===== config.mk =====
export PLATFORM = sky130hd
export DESIGN_NAME = olt_exec
export DESIGN_NICKNAME = d
export VERILOG_FILES = /design/src/olt_pkg.sv /design/src/olt_exec.sv
export SDC_FILE = /design/constraint.sdc
export NUM_CORES = 1
export LEC_CHECK = 0
export BUFFER_PORTS_ARGS = -buffer_cell sky130_fd_sc_hd__buf_4
export CORE_AREA = 2 2 172 174
export DETAILED_ROUTE_END_ITERATION = 7
export DIE_AREA = 0 0 174 176
export SLEW_MARGIN = 20
export SYNTH_ARGS = -nofsm -noshare
export SYNTH_HDL_FRONTEND = slang
export SYNTH_SLANG_ARGS = --single-unit

===== constraint.sdc =====
create_clock -name vclk -period 29
set_input_delay 7.25 -clock vclk [all_inputs]
set_output_delay 7.25 -clock vclk [all_outputs]
set_load 0.05 [all_outputs]

===== src/olt_pkg.sv =====
// Shared types, constants and helpers for the order lifecycle table.
package olt_pkg;

  localparam int TABLE_DEPTH = 256;
  localparam int QTY_BITS    = 20;
  localparam int SLOT_BITS   = $clog2(TABLE_DEPTH);

  typedef enum logic [1:0] {
    OP_PLACE  = 2'd0,
    OP_CANCEL = 2'd1,
    OP_FILL   = 2'd2,
    OP_LOOKUP = 2'd3
  } op_t;

  typedef enum logic [1:0] {
    ERR_OK         = 2'd0,
    ERR_NOT_FOUND  = 2'd1,
    ERR_TABLE_FULL = 2'd2
  } err_t;

  typedef enum logic [1:0] {
    ST_NEW       = 2'd0,
    ST_PARTIAL   = 2'd1,
    ST_FILLED    = 2'd2,
    ST_CANCELLED = 2'd3
  } ord_state_t;

  typedef struct packed {
    op_t         opcode;
    logic [31:0] order_id;
    logic        side_in;
    logic [31:0] price_in;
    logic [19:0] amount_in;
  } olt_in_t;

  typedef struct packed {
    logic [31:0] result_id;
    err_t        error_code;
    ord_state_t  order_state;
    logic        side_out;
    logic [31:0] price_out;
    logic [19:0] quantity_out;
    logic [19:0] filled_out;
  } olt_out_t;

  typedef struct packed {
    logic [31:0]         tag;
    logic                side;
    logic [31:0]         price;
    logic [QTY_BITS-1:0] quantity;
    logic [QTY_BITS-1:0] filled;
    logic                partial;
  } olt_entry_t;

  // Table updates and the result for one transaction.
  typedef struct packed {
    logic       wr_en;
    logic       live_set;
    logic       live_clr;
    logic       id_inc;
    olt_entry_t wr_entry;
    olt_out_t   rsp;
  } olt_upd_t;

  function automatic logic [SLOT_BITS-1:0] slot_of(input logic [31:0] id);
    return SLOT_BITS'(id % TABLE_DEPTH);
  endfunction

endpackage


===== src/olt_exec.sv =====
// Per-transaction operation logic: decides table updates and the result.
module olt_exec
  import olt_pkg::*;
(
  input  olt_in_t     req,
  input  logic [31:0] nid,
  input  logic        live,
  input  olt_entry_t  entry,
  output olt_upd_t    upd
);

  logic [QTY_BITS-1:0] amount;
  logic [QTY_BITS-1:0] rem;
  logic [QTY_BITS-1:0] inc;
  logic [QTY_BITS-1:0] filled_new;
  logic                hit;

  assign amount     = QTY_BITS'(req.amount_in);
  assign rem        = (entry.quantity > entry.filled) ? entry.quantity - entry.filled : '0;
  assign inc        = (amount < rem) ? amount : rem;
  assign filled_new = entry.filled + inc;
  assign hit        = live && (entry.tag == req.order_id);

  always_comb begin
    upd                  = '0;
    upd.wr_entry         = entry;
    upd.rsp.result_id    = req.order_id;
    upd.rsp.error_code   = ERR_OK;
    upd.rsp.order_state  = ST_NEW;
    upd.rsp.side_out     = entry.side;
    upd.rsp.price_out    = entry.price;
    upd.rsp.quantity_out = 20'(entry.quantity);
    upd.rsp.filled_out   = 20'(entry.filled);
    if (req.opcode == OP_PLACE) begin
      upd.rsp.result_id = nid;
      if (live) begin
        upd.rsp.error_code   = ERR_TABLE_FULL;
        upd.rsp.side_out     = 1'b0;
        upd.rsp.price_out    = '0;
        upd.rsp.quantity_out = '0;
        upd.rsp.filled_out   = '0;
      end else begin
        upd.wr_en             = 1'b1;
        upd.live_set          = 1'b1;
        upd.id_inc            = 1'b1;
        upd.wr_entry.tag      = nid;
        upd.wr_entry.side     = req.side_in;
        upd.wr_entry.price    = req.price_in;
        upd.wr_entry.quantity = amount;
        upd.wr_entry.filled   = '0;
        upd.wr_entry.partial  = 1'b0;
        upd.rsp.side_out      = req.side_in;
        upd.rsp.price_out     = req.price_in;
        upd.rsp.quantity_out  = 20'(amount);
        upd.rsp.filled_out    = '0;
      end
    end else if (!hit) begin
      upd.rsp.error_code   = ERR_NOT_FOUND;
      upd.rsp.side_out     = 1'b0;
      upd.rsp.price_out    = '0;
      upd.rsp.quantity_out = '0;
      upd.rsp.filled_out   = '0;
    end else begin
      case (req.opcode)
        OP_CANCEL: begin
          upd.live_clr        = 1'b1;
          upd.rsp.order_state = ST_CANCELLED;
        end
        OP_FILL: begin
          upd.wr_en               = 1'b1;
          upd.wr_entry.filled     = filled_new;
          upd.rsp.filled_out      = 20'(filled_new);
          if (filled_new >= entry.quantity) begin
            upd.live_clr        = 1'b1;
            upd.rsp.order_state = ST_FILLED;
          end else begin
            upd.wr_entry.partial = 1'b1;
            upd.rsp.order_state  = ST_PARTIAL;
          end
        end
        default: begin
          upd.rsp.order_state = entry.partial ? ST_PARTIAL : ST_NEW;
        end
      endcase
    end
  end

endmodule


# Word level (Yosys, flattened, before mapping)
# Index checks and enable logic that the tools add are counted.
# classes
add_sub_neg,2
order_cmp,3
n_eq_ne,3
reduce_logical,2
muxes,31
# op_table
op,n
$mux W73,2
$mux W107,1
$mux W86,1
$mux W20,4
$mux W21,3
$mux W53,1
$eq A32 B32 Y1,1
$mux W32,1
$add A20 B20 Y20,1
$ge A20 B20 Y1,1
$gt A20 B20 Y1,1
$lt A20 B20 Y1,1
$sub A20 B20 Y20,1
$mux W2,6
$mux W1,10
$pmux W2 S2,1
$eq A2 B1 Y1 const B,1
$eq A2 B2 Y1 const B,1
$logic_not A2 Y1,1
$pmux W1 S2,1
$logic_and A1 B1 Y1,1
# word_totals
out_inout_bits,219
inputBits,226
reg_bits,0
word_cells,41

# Longest topological paths before layout
# logic_depth
ltp_word,10
ltp_mapped,41
ltp_nobuf,39

# Worst setup path after synthesis
# No wires, ideal clock.
# synth_timing
path_kind,input to output
start,input port entry[21] in the netlist's numbering
end,output port upd[216] in the netlist's numbering
arrival_time_ps,15277
required_time_ps,21750
setup_slack_ps,6473
path_stages,39
cell_sequence,inv_1 -> ha_1 -> inv_1 -> fa_1 -> a211oi_1 -> nor2_1 -> o211ai_1 -> a21boi_1 -> or2_1 -> a311oi_1 -> xnor2_1 -> nand2_2 -> ha_1 -> nor4_1 -> nor2_1 -> a21oi_1 -> nand4b_1 -> o21ai_4 -> [3 not listed] -> ha_1 -> inv_1 -> fa_1 -> nor2b_1 -> o21ai_0 -> a21boi_1 -> o211ai_1 -> a31oi_1 -> a41oi_1 -> xnor2_1 -> ha_1 -> and3_1 -> nand3_1 -> or3_1 -> a2111oi_0 -> o21ai_0 -> a21boi_1 -> buf_4
# synth_lines
element,line_no,source
"start, declared",olt_exec.sv:8,"input olt_entry_t entry,"
"end, declared",olt_exec.sv:9,output olt_upd_t upd

==> impl_metrics.json <==
{
  "crit_top_cell": "ha_1",
  "tightest_slew_ns": 0.965,
  "cpMaxStageDelayCell": "a2111oi_0",
  "crit_path_end_kind": "primary output",
  "initial_core_util_pct": 20.7,
  "drtIter0Drc": 539,
  "rsz0062_at_grt": "false",
  "post_cts_buffers": 0,
  "utilization_pct": 33.6,
  "syn2layout_area_growth_pct": 62.3,
  "synthCells": 940,
  "grt_util_met3_pct": 7.36,
  "die_w_um": 174,
  "wirelength_um": 34000,
  "min_path_type": "in -> out",
  "dieArea_mm2": 0.0306,
  "yosysTopAreaCell": "ha_1",
  "crit_start": "entry[21]",
  "numSequentialCells": 0,
  "gp_congestion": 0.931,
  "max_stage_delay_ns": 0.78,
  "syn_nets": 1249,
  "worst-path-max-fanout": 39,
  "port_buffers": 445,
  "detail_route.first_pass.iterations": 5,
  "met2_usage_pct": 35.8,
  "maxCapViolCount": 0,
  "grt_overflow": 0,
  "viasPerCell": 4.81,
  "powerDensity_mw_per_mm2": 32.3,
  "post-route-period-util_pct": 81.2,
  "nClkBuffers": 0,
  "final_layout_size_suffix_gt1_share_pct": 38.4,
  "power.leakage_nw": 5.04,
  "regArea_um2": 0,
  "wl_per_cell_um": 19.7,
  "grt_max_degree": 94,
  "fmaxAchievable_mhz": 42.4,
  "final_cells": 1730,
  "busiest_layer": "met2",
  "fillers": 3094,
  "yosysTopAreaCellShare_pct": 17.2,
  "ant_nets": 0,
  "ys_seq_area_share_pct": 0,
  "crit_type": "in -> out",
  "synth_commonest_cells": "nand2_1 (214), o21ai_0 (143), inv_1 (90)",
  "whs_path_depth": 4,
  "dp.cells": 1730,
  "ir_worst_vdd_mv": 0.0117,
  "tns_ns": 0,
  "rows": 62,
  "maxSlewViolCount": 0,
  "grt.total_usage_pct": 20.9,
  "via_count": 8316,
  "diodes": 0,
  "timing.slew.headroom_pct": 35.6,
  "syn_area_per_cell_um2": 6.29,
  "cts_hold_buf": 0,
  "required_ns": 21.75,
  "total_power_w": 0.000310,
  "synth_warnings": 0,
  "grt_pass1_vias": 8109,
  "netlist_area_mm2": 0.00591,
  "grt_antenna_before_repair": 0,
  "die_h_um": 176,
  "yosysUniqueCellTypes": 71,
  "cts_resized": 0,
  "grt_pass1_wl_um": 49400,
  "synth.area.top_cells": "ha_1 (17%), nand2_1 (14%), o21ai_0 (12%)",
  "grt.met1_usage_pct": 25.0,
  "drc_errors": 0,
  "io_pins": 445,
  "synth.most_common_cell": "nand2_1",
  "fin_nets": 1657,
  "min_from": "nid[31]",
  "dp_hpwl_um": 29700,
  "setup_viol": 0,
  "cp.arrival_ns": 16.31,
  "fp.coreArea_mm2": 0.0285,
  "hold_viol": 0,
  "status": "finished, final reports clean",
  "min_period_ns": 23.56,
  "cp-start-kind": "primary input"
}
## critical path: cells and delay by family
family / cells / cell delay (ns)
AO/OA/AOI/OAI: 15 / 4.41
XOR/XNOR: 2 / 0.36
adder cells (fa/ha/maj): 6 / 1.82
buffers and inverters: 5 / 0.55
AND/OR/NAND/NOR: 11 / 1.90
## report_power, final
part	switching (W)	internal, W
Combinational	0.000193	0.000117
Sequential	0	0
Clock	0	0
## logic make-up after synthesis
logic type | Yosys count | share of synthesized area, %
and+or+nand+nor | 347 | 26.6
buffers and inverters | 134 | 8.89
xor gates and xnor gates | 62 | 9.32
adders and majority gates | 83 | 17.8
muxes | 49 | 9.21
AOI/OAI and AO/OA | 265 | 28.1
## worst paths after layout
path	endpoint	slack [ns]
min	upd[214]	14.86
max	upd[74]	5.44
## metrics by stage
step / hold slack [ns] / worst slack [ns] / area (um2)
2_1_floorplan: 14.75 / 6.47 / 5910
3_3_place_gp: 14.86 / 5.77 / 9590
3_5_place_dp: 14.86 / 5.49 / 9590
4_1_cts: 14.86 / 5.44 / 9590
5_1_grt: 14.87 / 4.62 / 9590
6_report: 14.86 / 5.44 / 9590
## layout by cell type, fill, tap and decap left out, types with 3 or more instances in the layout
cell      instances
buf_4           450
nand2_1         214
o21ai_0         143
inv_1            89
ha_1             80
nor2_1           40
xnor2_1          38
mux2_2           33
a21o_1           32
xor2_1           23
a21oi_1          20
nor3_1           15
mux2i_1          15
nand3_1          12
nand4_1          12
a211oi_1         10
o21a_1           10
nand2b_1          7
nor4_1            7
o211ai_1          6
o21ai_1           6
a31oi_1           5
nor2b_1           5
and2_1            4
or3_1             4
and3_1            4
o21bai_1          3
nand2_2           3
a21boi_1          3
o31ai_1           3
## per-layer routing
metal | vias to the layer above | wire length [um]
met5 | - | 0
met1 | 3794 | 13700
met4 | 0 | 987
met2 | 382 | 15900
li1 | 4082 | -
met3 | 58 | 3420
## cell type report
class	count	area, um2	area share (%)
Tap cell	384	480	5.01
Multi-Input combinational cell	806	5390	56.2
Inverter	90	340	3.55
Timing Repair Buffer	450	3380	35.2
(Power assumes the default switching activity.)
